**src/rtl/odo_pkg.sv**
```systemverilog
`default_nettype none
package odo_pkg;

    // Fixed-point constants: Q24 angles, Q16 heading period, microsecond scale.
    localparam int ANG_W = 30;
    localparam int CRD_W = 28;
    localparam int CORDIC_STEPS = 24;
    localparam int DVD_W = 64;
    localparam int DEN_W = 21;
    localparam int DIV_CNT_W = 6;

    // Constant divider: radix-2048 digits, each found by a reciprocal estimate.
    localparam int CDIV_DIG_W  = 11;
    localparam int CDIV_DIGITS = 6;
    localparam int CDIV_NUM_W  = CDIV_DIG_W * CDIV_DIGITS;
    localparam int CDIV_CNT_W  = 3;
    localparam int RCP_W       = 14;

    localparam logic signed [ANG_W-1:0] Q24_PI      = 30'sd52707179;
    localparam logic signed [ANG_W-1:0] Q24_TWO_PI  = 30'sd105414357;
    localparam logic signed [ANG_W-1:0] Q24_HALF_PI = 30'sd26353589;
    localparam logic signed [CRD_W-1:0] Q24_GAIN    = 28'sd10188014;
    localparam logic [DEN_W-1:0] Q16_TWO_PI   = 21'd411775;
    localparam logic [DEN_W-1:0] US_TIMES_TWO = 21'd2000000;

    // Reciprocals floor(2^32 / divisor) of the two constant divisors.
    localparam logic [RCP_W-1:0] RCP_TIME = 14'd2147;
    localparam logic [RCP_W-1:0] RCP_HEAD = 14'd10430;

    // Register indexes on the configuration port.
    localparam logic [2:0] REG_RADIUS     = 3'd0;
    localparam logic [2:0] REG_SPACING    = 3'd1;
    localparam logic [2:0] REG_START_X    = 3'd2;
    localparam logic [2:0] REG_START_Y    = 3'd3;
    localparam logic [2:0] REG_START_HEAD = 3'd4;
    localparam logic [2:0] REG_START_TIME = 3'd5;

    // Reset values of the registers.
    localparam logic [15:0] RST_RADIUS    = 16'd3277;
    localparam logic [19:0] RST_SPACING   = 20'd32768;
    localparam logic [18:0] RST_START_HD  = 19'd102957;

    typedef enum logic [13:0] {
        ST_IDLE = 14'b00000000000001,
        ST_CORD = 14'b00000000000010,
        ST_MRS  = 14'b00000000000100,
        ST_MTN  = 14'b00000000001000,
        ST_MVX  = 14'b00000000010000,
        ST_MVY  = 14'b00000000100000,
        ST_DTN  = 14'b00000001000000,
        ST_WTN  = 14'b00000010000000,
        ST_AMUL = 14'b00000100000000,
        ST_ADIV = 14'b00001000000000,
        ST_AWT  = 14'b00010000000000,
        ST_MOD  = 14'b00100000000000,
        ST_MWT  = 14'b01000000000000,
        ST_DONE = 14'b10000000000000
    } t_state;

    typedef enum logic [2:0] {
        MUL_NONE = 3'd0,
        MUL_RS   = 3'd1,
        MUL_TN   = 3'd2,
        MUL_VX   = 3'd3,
        MUL_VY   = 3'd4,
        MUL_AREA = 3'd5
    } t_mul_op;

    typedef enum logic [1:0] {
        DIV_TURN = 2'd0,
        DIV_AREA = 2'd1,
        DIV_MOD  = 2'd2
    } t_div_src;

    localparam logic [1:0] AREA_X = 2'd0;
    localparam logic [1:0] AREA_Y = 2'd1;
    localparam logic [1:0] AREA_H = 2'd2;

    typedef struct packed {
        logic     load;
        logic     cord;
        logic [4:0] iter;
        t_mul_op  mul_op;
        logic     cap_rs;
        logic     cap_num;
        logic     cap_vx;
        logic     cap_vy;
        logic     div_start;
        t_div_src div_src;
        logic     cap_turn;
        logic     cap_area;
        logic [1:0] area_k;
        logic     cap_mod;
        logic     commit;
    } t_cmd;

    typedef struct packed {
        logic div_done;
        logic cdiv_done;
        logic out_full;
    } t_stat;

    // Elementary rotation angle of one CORDIC step, Q24.
    function automatic logic [23:0] step_angle(input logic [4:0] i);
        logic [24:0] pw;
        pw = 25'd1 << (5'd24 - i);
        case (i)
            5'd0: step_angle = 24'd13176795;
            5'd1: step_angle = 24'd7778716;
            5'd2: step_angle = 24'd4110060;
            5'd3: step_angle = 24'd2086331;
            5'd4: step_angle = 24'd1047214;
            5'd5: step_angle = 24'd524117;
            5'd6: step_angle = 24'd262123;
            5'd7: step_angle = 24'd131069;
            default: step_angle = pw[23:0];
        endcase
    endfunction

endpackage
`default_nettype wire

```
**src/rtl/odo_ctrl.sv**
```systemverilog
`default_nettype none
module odo_ctrl (
    input  wire            i_clk,
    input  wire            i_rst_n,
    input  wire            i_in_valid,
    output logic           o_in_ready,
    input  odo_pkg::t_stat i_stat,
    output odo_pkg::t_cmd  o_cmd
);
    import odo_pkg::*;

    t_state     r_state, n_state;
    logic [4:0] r_cnt, n_cnt;
    logic [1:0] r_k, n_k;

    // Sequencer: CORDIC, four products, turn divide, three areas, heading wrap.
    always_comb begin
        n_state = r_state;
        n_cnt   = r_cnt;
        n_k     = r_k;
        o_cmd   = '0;
        o_cmd.iter   = r_cnt;
        o_cmd.area_k = r_k;
        o_cmd.mul_op = MUL_NONE;
        o_cmd.div_src = DIV_TURN;
        unique case (r_state)
            ST_IDLE: begin
                if (i_in_valid) begin
                    o_cmd.load = 1'b1;
                    n_cnt   = '0;
                    n_state = ST_CORD;
                end
            end
            ST_CORD: begin
                o_cmd.cord = 1'b1;
                n_cnt = r_cnt + 1'b1;
                if (r_cnt == 5'(CORDIC_STEPS - 1)) begin
                    n_state = ST_MRS;
                end
            end
            ST_MRS: begin
                o_cmd.mul_op = MUL_RS;
                n_state = ST_MTN;
            end
            ST_MTN: begin
                o_cmd.cap_rs = 1'b1;
                o_cmd.mul_op = MUL_TN;
                n_state = ST_MVX;
            end
            ST_MVX: begin
                o_cmd.cap_num = 1'b1;
                o_cmd.mul_op  = MUL_VX;
                n_state = ST_MVY;
            end
            ST_MVY: begin
                o_cmd.cap_vx = 1'b1;
                o_cmd.mul_op = MUL_VY;
                n_state = ST_DTN;
            end
            ST_DTN: begin
                o_cmd.cap_vy    = 1'b1;
                o_cmd.div_start = 1'b1;
                o_cmd.div_src   = DIV_TURN;
                n_state = ST_WTN;
            end
            ST_WTN: begin
                if (i_stat.div_done) begin
                    o_cmd.cap_turn = 1'b1;
                    n_k     = AREA_X;
                    n_state = ST_AMUL;
                end
            end
            ST_AMUL: begin
                o_cmd.mul_op = MUL_AREA;
                n_state = ST_ADIV;
            end
            ST_ADIV: begin
                o_cmd.div_start = 1'b1;
                o_cmd.div_src   = DIV_AREA;
                n_state = ST_AWT;
            end
            ST_AWT: begin
                if (i_stat.cdiv_done) begin
                    o_cmd.cap_area = 1'b1;
                    if (r_k == AREA_H) begin
                        n_state = ST_MOD;
                    end else begin
                        n_k     = r_k + 1'b1;
                        n_state = ST_AMUL;
                    end
                end
            end
            ST_MOD: begin
                o_cmd.div_start = 1'b1;
                o_cmd.div_src   = DIV_MOD;
                n_state = ST_MWT;
            end
            ST_MWT: begin
                if (i_stat.cdiv_done) begin
                    o_cmd.cap_mod = 1'b1;
                    n_state = ST_DONE;
                end
            end
            ST_DONE: begin
                if (!i_stat.out_full) begin
                    o_cmd.commit = 1'b1;
                    n_state = ST_IDLE;
                end
            end
            default: n_state = ST_IDLE;
        endcase
    end

    always_ff @(posedge i_clk) begin
        if (!i_rst_n) begin
            r_state <= ST_IDLE;
            r_cnt   <= '0;
            r_k     <= '0;
        end else begin
            r_state <= n_state;
            r_cnt   <= n_cnt;
            r_k     <= n_k;
        end
    end

    assign o_in_ready = (r_state == ST_IDLE);

endmodule
`default_nettype wire

```
**config.mk**
```make
export PLATFORM = sky130hd
export DESIGN_NAME = odo_ctrl
export DESIGN_NICKNAME = d
export VERILOG_FILES = /design/src/rtl/odo_pkg.sv /design/src/rtl/odo_ctrl.sv
export SDC_FILE = /design/constraint.sdc
export NUM_CORES = 1
export LEC_CHECK = 0
export BUFFER_PORTS_ARGS = -buffer_cell sky130_fd_sc_hd__buf_2
export CORE_MARGIN = 4
export CORE_UTILIZATION = 38
export CTS_BUF_LIST = sky130_fd_sc_hd__clkbuf_16
export DETAILED_ROUTE_END_ITERATION = 10
export PLACE_DENSITY = 0.64
export SETUP_SLACK_MARGIN = 0.3
export SLEW_MARGIN = 30
export SYNTH_ARGS = -nofsm -noshare
export SYNTH_HDL_FRONTEND = slang
export SYNTH_SLANG_ARGS = --single-unit
```
**constraint.sdc**
```tcl
create_clock -name i_clk -period 5.26 [get_ports i_clk]
set_input_delay 0.526 -clock i_clk [delete_from_list [all_inputs] [get_ports i_clk]]
set_output_delay 0.526 -clock i_clk [all_outputs]
set_load 0.03 [all_outputs]
```
==> key figures, run 1 <==
Run status
  • Status: complete, no violations

Final layout
  • Final net count: 198
  • Design area: 1530 um2
  • Ant diodes: 0
  • Layout area overhead: 17.3%
  • Non-filler cells, final: 235
  • Share of layout cells above drive strength 1: 0.222

Place
  • GPL Wtd Cong: 0.889
  • Detail Placement HPWL: 2590 um
  • Placed cells: 231
  • DP Worst Slack: 2.51 ns
  • Area post-placement: 1450 um2
  • Port Buf Inserts: 29

Yosys
  • Post-Syn Area: 1310 um2
  • Adder-cell share of the synthesized area: 0.0192
  • Largest family of logic cells by synthesized area: simple AND/OR/NAND/NOR gates
  • Sequential element share of the synthesized area: 0.322
  • Number of synthesized flops with an enable pin: 0
  • Main synth FF type: dfxtp_1
  • Mean area per synthesized cell: 7.87 um2
  • Synthesized flop and latch total: 21
  • Synth Area in Simple Gates: 0.415
  • XOR/XNOR Fraction of Synth Area: 0.0402
  • Yosys warns: 0
  • Area share of the largest cell type after synthesis: 0.322
  • Syn Inst Count: 166
  • Compound-Gate Fraction of Synth Area: 0.125
  • Syn nets: 174
  • Most common cell in the netlist: dfxtp_1
  • Commonest cells in the netlist: 21 x dfxtp_1, 19 x nor2_1, 12 x nand2_1
  • Multiplexer area fraction after synthesis: 0.00766
  • Netlist cell types: 44
  • Asr flop ratio synth: 0
  • Cell taking the most area after synthesis: dfxtp_1
  • Top post-synthesis cells by area: dfxtp_1 32%, nor2_1 5.5%, nor4_1 4.8%

Power and ir drop
  • Leakage Power: 0.669 nW
  • PD cells: 249 nW/um2
  • Power Total: 0.382 mW
  • Peak supply drop: 103 uV

Die
  • Total core area: 3340 um2
  • Die Area: 4440 um2
  • DIE WIDTH: 66.6 um
  • Rows: 21
  • IO Pins: 30
  • Initial core utilization: 0.391
  • Die Span Y: 66.6 um

Timing
  • RSZ-0062 raised after global routing: no
  • Final TNS setup: 0 ns
  • Final Critical Period: 3.04 ns
  • Least-Margin Pin Slew: 0.957 ns
  • Final slew viol count: 0
  • Max Clock Freq: 329 MHz
  • Relative slew slack: 0.356
  • Final hold violations: 0
  • Fin worst setup slack: 2.22 ns
  • Setup violators final: 0
  • Period utilization: 0.579
  • Max Clock Skew: 0.00385 ns

GRT
  • Largest net degree at the start of global routing: 13
  • Vias in the first global route: 1,257
  • Met3 Resource Use GR: 0.0270
  • Grt met2 use: 0.262
  • Antenna violations before repair: 0
  • Gr busiest metal: met2
  • Grt met1 use: 0.215
  • Gr ovfl total: 0
  • Total track usage: 0.162
  • First-pass GRT wire length: 5640 um

Critical path
  • CP endpoint kind: output pin
  • Crit path arrival time: 2.52 ns
  • Required @ worst endpoint: 4.73 ns
  • Crit Path Class: flop to output pin
  • Crit start category: flop
  • Crit-path max FO: 9

Clock network
  • Post-CTS Setup Repair Bufs: 0
  • CTS H-tree lvls: 1
  • Clk_lat worst skew: 0.25 ns
  • Clock-pin slew on the worst setup and hold paths: 0.06 ns
  • Clock buffer count from CTS: 3
  • Clock Root Buffer: clkbuf_16
  • Maximum buffer depth of the clock tree: 2
  • TritonCTS clock tree: yes
  • CTS Hold Buffers Added: 0
  • Resize count post-CTS: 0
  • Clock sink total: 21

Route
  • Number of routed nets with antenna violations: 0
  • WL per Instance: 14.4 um
  • Via-to-Cell Ratio: 5.72
  • Residual DRC: 0
  • Vias: 1,345
  • Drt initial violations: 137
  • DRT Wirelength: 3380 um
  • DR pass1 iterations: 4

Flow run
  • MaxCap Viol Count: 0

Worst hold path
  • Hold WC Path Type: flop to flop
-- layer usage --
metal  up-vias  share of wire
met1       620           0.44
met4         0         0.0053
li1        660              -
met2        63           0.49
met3         2          0.068
met5         -              0
-- cells by family after synthesis --
family          count (synthesis)
buf+inv                        20
compound gates                 23
fa+ha+maj                       2
xor+xnor                        6
flops                          21
mux                             1
simple gates                   93
-- state kept, by name (all words and copies together) (netlist names) --
register  flops
r_cnt         5
r_k           2
r_state      14
-- where the power goes --
group / switching (mW) / internal (mW) / leakage [nW] / total [mW]
Combinational: 0.0343 / 0.0197 / 0.459 / 0.0540
Sequential: 0.00515 / 0.162 / 0.170 / 0.167
Clock: 0.0592 / 0.102 / 0.0409 / 0.161
-- path summary, 6_finish.rpt --
check	start	end	slack, ns	depth (start not counted)
worst min-delay path	r_k[0]$_SDFFE_PN0P_	r_k[0]$_SDFFE_PN0P_	0.48	2
worst max register to register	r_state[11]$_SDFFE_PN0P_	r_state[11]$_SDFFE_PN0P_	2.76	6
worst max-delay path	r_state[11]$_SDFFE_PN0P_	o_cmd[13]	2.22	4
worst min register to register	r_k[0]$_SDFFE_PN0P_	r_k[0]$_SDFFE_PN0P_	0.48	2
-- cells in the final DEF, fill, tap and decap left out, types with 3 or more instances in the layout --
cell type	n
nor3_1	5
or3_1	3
o21ai_0	4
nand2_1	12
or4_1	6
clkbuf_16	3
nor4b_1	6
xor2_1	4
dfxtp_1	21
inv_1	8
nand4_1	9
buf_2	29
a21oi_1	7
nand3_1	5
nand2b_1	4
nor4_1	10
nor2_1	19
-- worst max-delay path, cell delays in order (launching register included) --
cell and delay, ns:
dfxtp_1 0.39, nor4_1 0.85, nand4_1 0.27, o311ai_1 0.46
buf_2 0.29
-- area by class of cell --
| class | instances | area (um2) |
|---|---|---|
| fillers | 362 | 1800 |
| well taps | 46 | 57.6 |
| clock buffers | 3 | 75.1 |
| clock inverters | 1 | 5.00 |
| multi-input cells | 125 | 792 |
| repair buffers | 29 | 145 |
| inverters | 10 | 37.5 |
| flip-flops and latches | 21 | 420 |
-- metrics by stage --
step | hold slack, ns | util
4_1_cts | 0.485 | 0.459
5_1_grt | 0.520 | 0.459
3_3_place_gp | 0.460 | 0.435
6_report | 0.483 | 0.459
3_5_place_dp | 0.478 | 0.435
2_1_floorplan | 0.508 | -
(Power assumes the default switching activity.)
==> run 2, diff against run 1 <==
- PLACE_DENSITY: 0.64 -> 0.66
- clock period: 5.26 -> 2.6 ns (I/O delays scaled with it)
==> key figures, run 2 (same netlist as run 1, synthesis figures left out) <==
Critical path
  • CP endpoint kind: flop
  • Crit path arrival time: 2.42 ns
  • CP dominant cell by count: or4_4
  • Crit-path max FO: 10
  • Critical Path, Cell by Cell: or4_4 -> or4_4 -> o211a_1 -> a21bo_1 -> a21oi_2
  • Critical-path top delay cell: or4_4
  • Required @ worst endpoint: 2.79 ns
  • Crit Path Class: flop to flop
  • Crit path largest cell delay: 0.61 ns
  • Crit start category: flop

Timing
  • Max Clock Freq: 450 MHz
  • Least-Margin Pin Slew: 0.408 ns
  • Max Clock Skew: 0.00438 ns
  • Final hold violations: 0
  • Final TNS setup: 0 ns
  • Final slew viol count: 0
  • RSZ-0062 raised after global routing: no
  • Setup violators final: 0
  • Final Critical Period: 2.22 ns
  • Period utilization: 0.856
  • Relative slew slack: 0.726

Run status
  • Status: complete, no violations

Final layout
  • Layout area overhead: 29.5%
  • Final net count: 201
  • Biggest regs: r_state: 14 flops, r_cnt: 5 flops, r_k: 2 flops
  • Max reg flops: 14
  • Share of layout cells above drive strength 1: 0.344
  • Final Util: 0.507
  • Ant diodes: 0
  • Most flops, register: r_state
  • Most frequent cells in the layout: 28 x buf_2, 18 x nor2_1, 16 x dfxtp_1, 11 x nand2_1, 9 x nand4_1
  • Leading cell type in the layout, fill and taps excluded: buf_2

Flow run
  • MaxCap Viol Count: 0

Clock network
  • CTS Hold Buffers Added: 0
  • CTS H-tree lvls: 1
  • Clock sink total: 21
  • Clock buffer count from CTS: 3
  • Clock Root Buffer: clkbuf_16
  • Clock-pin slew on the worst setup and hold paths: 0.06 ns
  • Clk_lat worst skew: 0.26 ns
  • Maximum buffer depth of the clock tree: 2
  • TritonCTS clock tree: yes

Power and ir drop
  • Sw Pwr: 0.217 mW
  • Part of the power in the clock network: 0.414
  • Sw Ratio: 0.270
  • Peak supply drop: 224 uV
  • PD cells: 475 nW/um2
  • Leakage Power: 0.711 nW
  • Logic gate share of total power: 0.163
  • Sequential power share: 0.423
  • Internal power: 0.586 mW

Worst hold path
  • Hold WC Path Type: input port to flop

Die
  • DIE WIDTH: 66.6 um
  • Die Area: 4440 um2
  • Total core area: 3340 um2
  • Die Span Y: 66.6 um
  • Rows: 21
  • Initial core utilization: 0.391
  • IO Pins: 30

Route
  • Via-to-Cell Ratio: 5.70
  • Residual DRC: 0
  • Drt initial violations: 133
  • DRT Wirelength: 3710 um
  • Vias: 1,357
  • WL per Instance: 15.6 um
  • Number of routed nets with antenna violations: 0
  • DR pass1 iterations: 4

GRT
  • Vias in the first global route: 1,205
  • Antenna violations before repair: 0
  • Gr ovfl total: 0
  • Largest net degree at the start of global routing: 13
  • First-pass GRT wire length: 5750 um
  • Total track usage: 0.170

Place
  • Port Buf Inserts: 29
  • GPL Wtd Cong: 0.917
  • Detail Placement HPWL: 2600 um
-- run 2: cell types whose count changed in the layout (fill, tap and decap cells not counted), sizes merged --
cell	change
buf	+2
clkbuf	+1
-- run 2: final cells by class --
cell class | instances | area (um2)
Tap cell | 46 | 57.6
Sequential cell | 21 | 427
Clock buffer | 3 | 75.1
Clock inverter | 1 | 5.00
Fill cell | 343 | 1650
Multi-Input combinational cell | 125 | 920
Inverter | 10 | 37.5
Timing Repair Buffer | 32 | 170
-- run 2: through the flow --
stage,hold WS (ns),area (um2),setup WS [ns],total power [mW],std cells
4_1_cts,0.292,1610,0.297,0.796,238
2_1_floorplan,0.378,1330,0.160,0.428,166
6_report,0.286,1690,0.376,0.803,238
3_5_place_dp,0.487,1500,0.391,0.459,234
3_3_place_gp,0.472,1500,0.414,0.459,234
5_1_grt,0.298,1690,0.303,0.833,238
-- run 2: worst max-delay path, delay by kind of cell, from the launching register on --
family          cells  cell delay [ns]
simple gates        2             1.20
compound gates      3             0.59
flops               1             0.38
-- run 2: worst paths after layout --
check / from / to / slack (ns) / depth (start not counted)
setup / recovery: r_state[5]$_SDFFE_PN0P_ / r_state[13]$_SDFFE_PN0P_ / 0.38 / 5
hold / removal: i_rst_n / r_state[12]$_SDFFE_PN0P_ / 0.29 / 2
setup reg to reg: r_state[5]$_SDFFE_PN0P_ / r_state[13]$_SDFFE_PN0P_ / 0.38 / 5
hold reg to reg: r_k[0]$_SDFFE_PN0P_ / r_k[0]$_SDFFE_PN0P_ / 0.49 / 2
-- run 2: layer usage --
layer | global-route usage | wire length (um) | up-vias
met3 | 0.0253 | 257 | 6
met5 | 0 | 0 | -
met2 | 0.264 | 1740 | 49
li1 | - | - | 668
met4 | 0.0863 | 63 | 0
met1 | 0.226 | 1640 | 634
-- run 2: timing repair --
action	CTS	global route
setup endpoints to repair	5	17
pin swaps	0	2
cloned	0	0
resized for setup	4	19
setup buffers	0	0
-- run 2: power by group through the flow --
stage          registers [mW]  logic (mW)  clock network (mW)
6_report                0.340       0.131               0.333
4_1_cts                 0.338       0.120               0.338
3_5_place_dp            0.345       0.114                   0
3_3_place_gp            0.345       0.115                   0
5_1_grt                 0.340       0.141               0.351
2_1_floorplan           0.337      0.0908                   0
==> run 3, diff against run 2 <==
- CAP_MARGIN: default -> 20
- CORE_UTILIZATION: 38 -> 45
- PLACE_DENSITY: 0.66 -> 0.75
==> key figures, run 3 (same netlist as run 1, synthesis figures left out) <==
GRT
  • Antenna violations before repair: 0
  • Gr ovfl total: 0
  • Total track usage: 0.209
  • First-pass GRT wire length: 5970 um
  • Largest net degree at the start of global routing: 13
  • Vias in the first global route: 1,317

Timing
  • Relative slew slack: 0.739
  • Max Clock Skew: 0.00285 ns
  • Final hold violations: 0
  • Least-Margin Pin Slew: 0.386 ns
  • Final Critical Period: 2.29 ns
  • Final TNS setup: 0 ns
  • Final slew viol count: 0
  • RSZ-0062 raised after global routing: yes
  • Period utilization: 0.880
  • Max Clock Freq: 437 MHz
  • Setup violators final: 0

Power and ir drop
  • Sequential power share: 0.427
  • PD cells: 486 nW/um2
  • Peak supply drop: 405 uV
  • Leakage Power: 0.719 nW
  • Power Total: 0.793 mW
  • Sw Pwr: 0.206 mW
  • Internal power: 0.587 mW
  • Sw Ratio: 0.260
  • Logic gate share of total power: 0.163
  • Part of the power in the clock network: 0.410

Critical path
  • Crit Path Class: flop to output pin
  • Crit path largest cell delay: 0.65 ns
  • Crit path arrival time: 2.03 ns
  • R2r worst-path depth: 5
  • Critical R2R Capture: r_state[13]$_SDFFE_PN0P_
  • R2r startpoint: r_state[11]$_SDFFE_PN0P_
  • CP endpoint kind: output pin
  • Crit-path max FO: 9
  • Crit start category: flop
  • Critical Path, Cell by Cell: or4_1 -> nor4_1 -> buf_4 -> and2_1 -> buf_2
  • Required @ worst endpoint: 2.34 ns
  • Critical-path top delay cell: or4_1
  • Reg2reg setup slack: 0.33 ns

Route
  • WL per Instance: 16.5 um
  • Number of routed nets with antenna violations: 0
  • Vias: 1,401
  • DR pass1 iterations: 4
  • DRT Wirelength: 3750 um
  • Residual DRC: 0
  • Via-to-Cell Ratio: 6.17
  • Drt initial violations: 82

Final layout
  • Biggest regs: r_state: 14 flops, r_cnt: 5 flops, r_k: 2 flops
  • Final net count: 205
  • Most frequent cells in the layout: 26 x buf_2, 18 x nor2_1, 17 x dfxtp_1, 12 x nand2_1, 9 x nand4_1
  • Share of layout cells above drive strength 1: 0.311
  • Final Util: 0.592
  • Layout area overhead: 25.0%
  • Leading cell type in the layout, fill and taps excluded: buf_2
  • Non-filler cells, final: 227
  • Most flops, register: r_state
  • Max reg flops: 14
  • Ant diodes: 0

Worst hold path
  • Hold WC Path Type: input port to flop
  • Hold wc startpoint: i_rst_n
  • Hold Path End: r_state[12]$_SDFFE_PN0P_
  • Hold path depth: 2

Place
  • Detail Placement HPWL: 2720 um
  • Placed cells: 220
  • Port Buf Inserts: 29
  • GPL Wtd Cong: 0.856

Clock network
  • TritonCTS clock tree: yes
  • Clock-pin slew on the worst setup and hold paths: 0.06 ns
  • Clock sink total: 21
  • CTS H-tree lvls: 1
  • Maximum buffer depth of the clock tree: 2
  • Clock Root Buffer: clkbuf_16
  • Clock buffer count from CTS: 3
  • Clk_lat worst skew: 0.25 ns

Die
  • DIE WIDTH: 61.9 um
  • Total core area: 2760 um2
  • Die Span Y: 61.9 um
  • Die Area: 3830 um2
  • IO Pins: 30
  • Initial core utilization: 0.474
  • Rows: 19

Flow run
  • MaxCap Viol Count: 0

Run status
  • Status: complete, no violations
## run 3: changes by cell type in the layout (fill, tap and decap cells not counted), moves of 2 or more
cell	delta
or4_4	-3
nor4_1	+2
nor4_4	-2
buf_2	-2
or4_1	+3
buf_4	+5
## run 3: cell type report
type / instances / area [um2]
Tap cell: 31 / 38.8
Multi-Input combinational cell: 125 / 846
Clock inverter: 1 / 5.00
Timing Repair Buffer: 36 / 205
Sequential cell: 21 / 425
Fill cell: 245 / 1120
Inverter: 10 / 37.5
Clock buffer: 3 / 75.1
## run 3: worst max-delay path by stage
stage | start | end | cells after the start
2_1_floorplan | r_state[11]$_SDFFE_PN0P_ | o_cmd[22] | 5
3_3_place_gp | r_state[5]$_SDFFE_PN0P_ | r_state[11]$_SDFFE_PN0P_ | 5
3_5_place_dp | r_state[5]$_SDFFE_PN0P_ | r_state[6]$_SDFFE_PN0P_ | 5
4_1_cts | r_state[11]$_SDFFE_PN0P_ | o_cmd[15] | 6
5_1_grt | r_state[13]$_SDFFE_PN0P_ | o_cmd[15] | 6
6_report | r_state[11]$_SDFFE_PN0P_ | o_cmd[4] | 5
## run 3: timing repair
| item | 4_1_cts | 5_1_grt |
|---|---|---|
| setup buffers | 0 | 3 |
| hold endpoints to repair | 0 | 0 |
| hold buffers | 0 | 0 |
| setup endpoints to repair | 3 | 18 |
| resized for setup | 2 | 11 |
| pin swaps | 0 | 3 |
## run 3: power by group through the flow
stage,combinational [mW],clock [mW],sequential (mW)
after floorplan,0.0908,0,0.337
after global placement,0.113,0,0.344
after detailed placement,0.115,0,0.344
after CTS,0.118,0.325,0.337
after global routing,0.139,0.339,0.340
final,0.129,0.325,0.338
## run 3: metal layers
metal,wire length (um),vias to the layer above,part of all wire,track usage
met5,0,-,0,0
met4,123,0,0.033,0.109
met3,247,13,0.066,0.0310
met2,1770,58,0.47,0.336
met1,1610,658,0.43,0.269
li1,-,672,-,-
## run 3: metrics by stage
step | hold WS, ns | instance area, um2 | setup slack (ns)
detailed placement | 0.488 | 1490 | 0.339
finish | 0.288 | 1630 | 0.311
global placement | 0.478 | 1490 | 0.412
global route | 0.305 | 1630 | 0.242
floorplan | 0.378 | 1330 | 0.160
CTS | 0.300 | 1580 | 0.308
## run 3: critical path, delay by kind of cell (launching register included)
| family | cells | cell delay, ns |
|---|---|---|
| buf+inv | 2 | 0.35 |
| simple gates | 3 | 1.04 |
| flops | 1 | 0.39 |
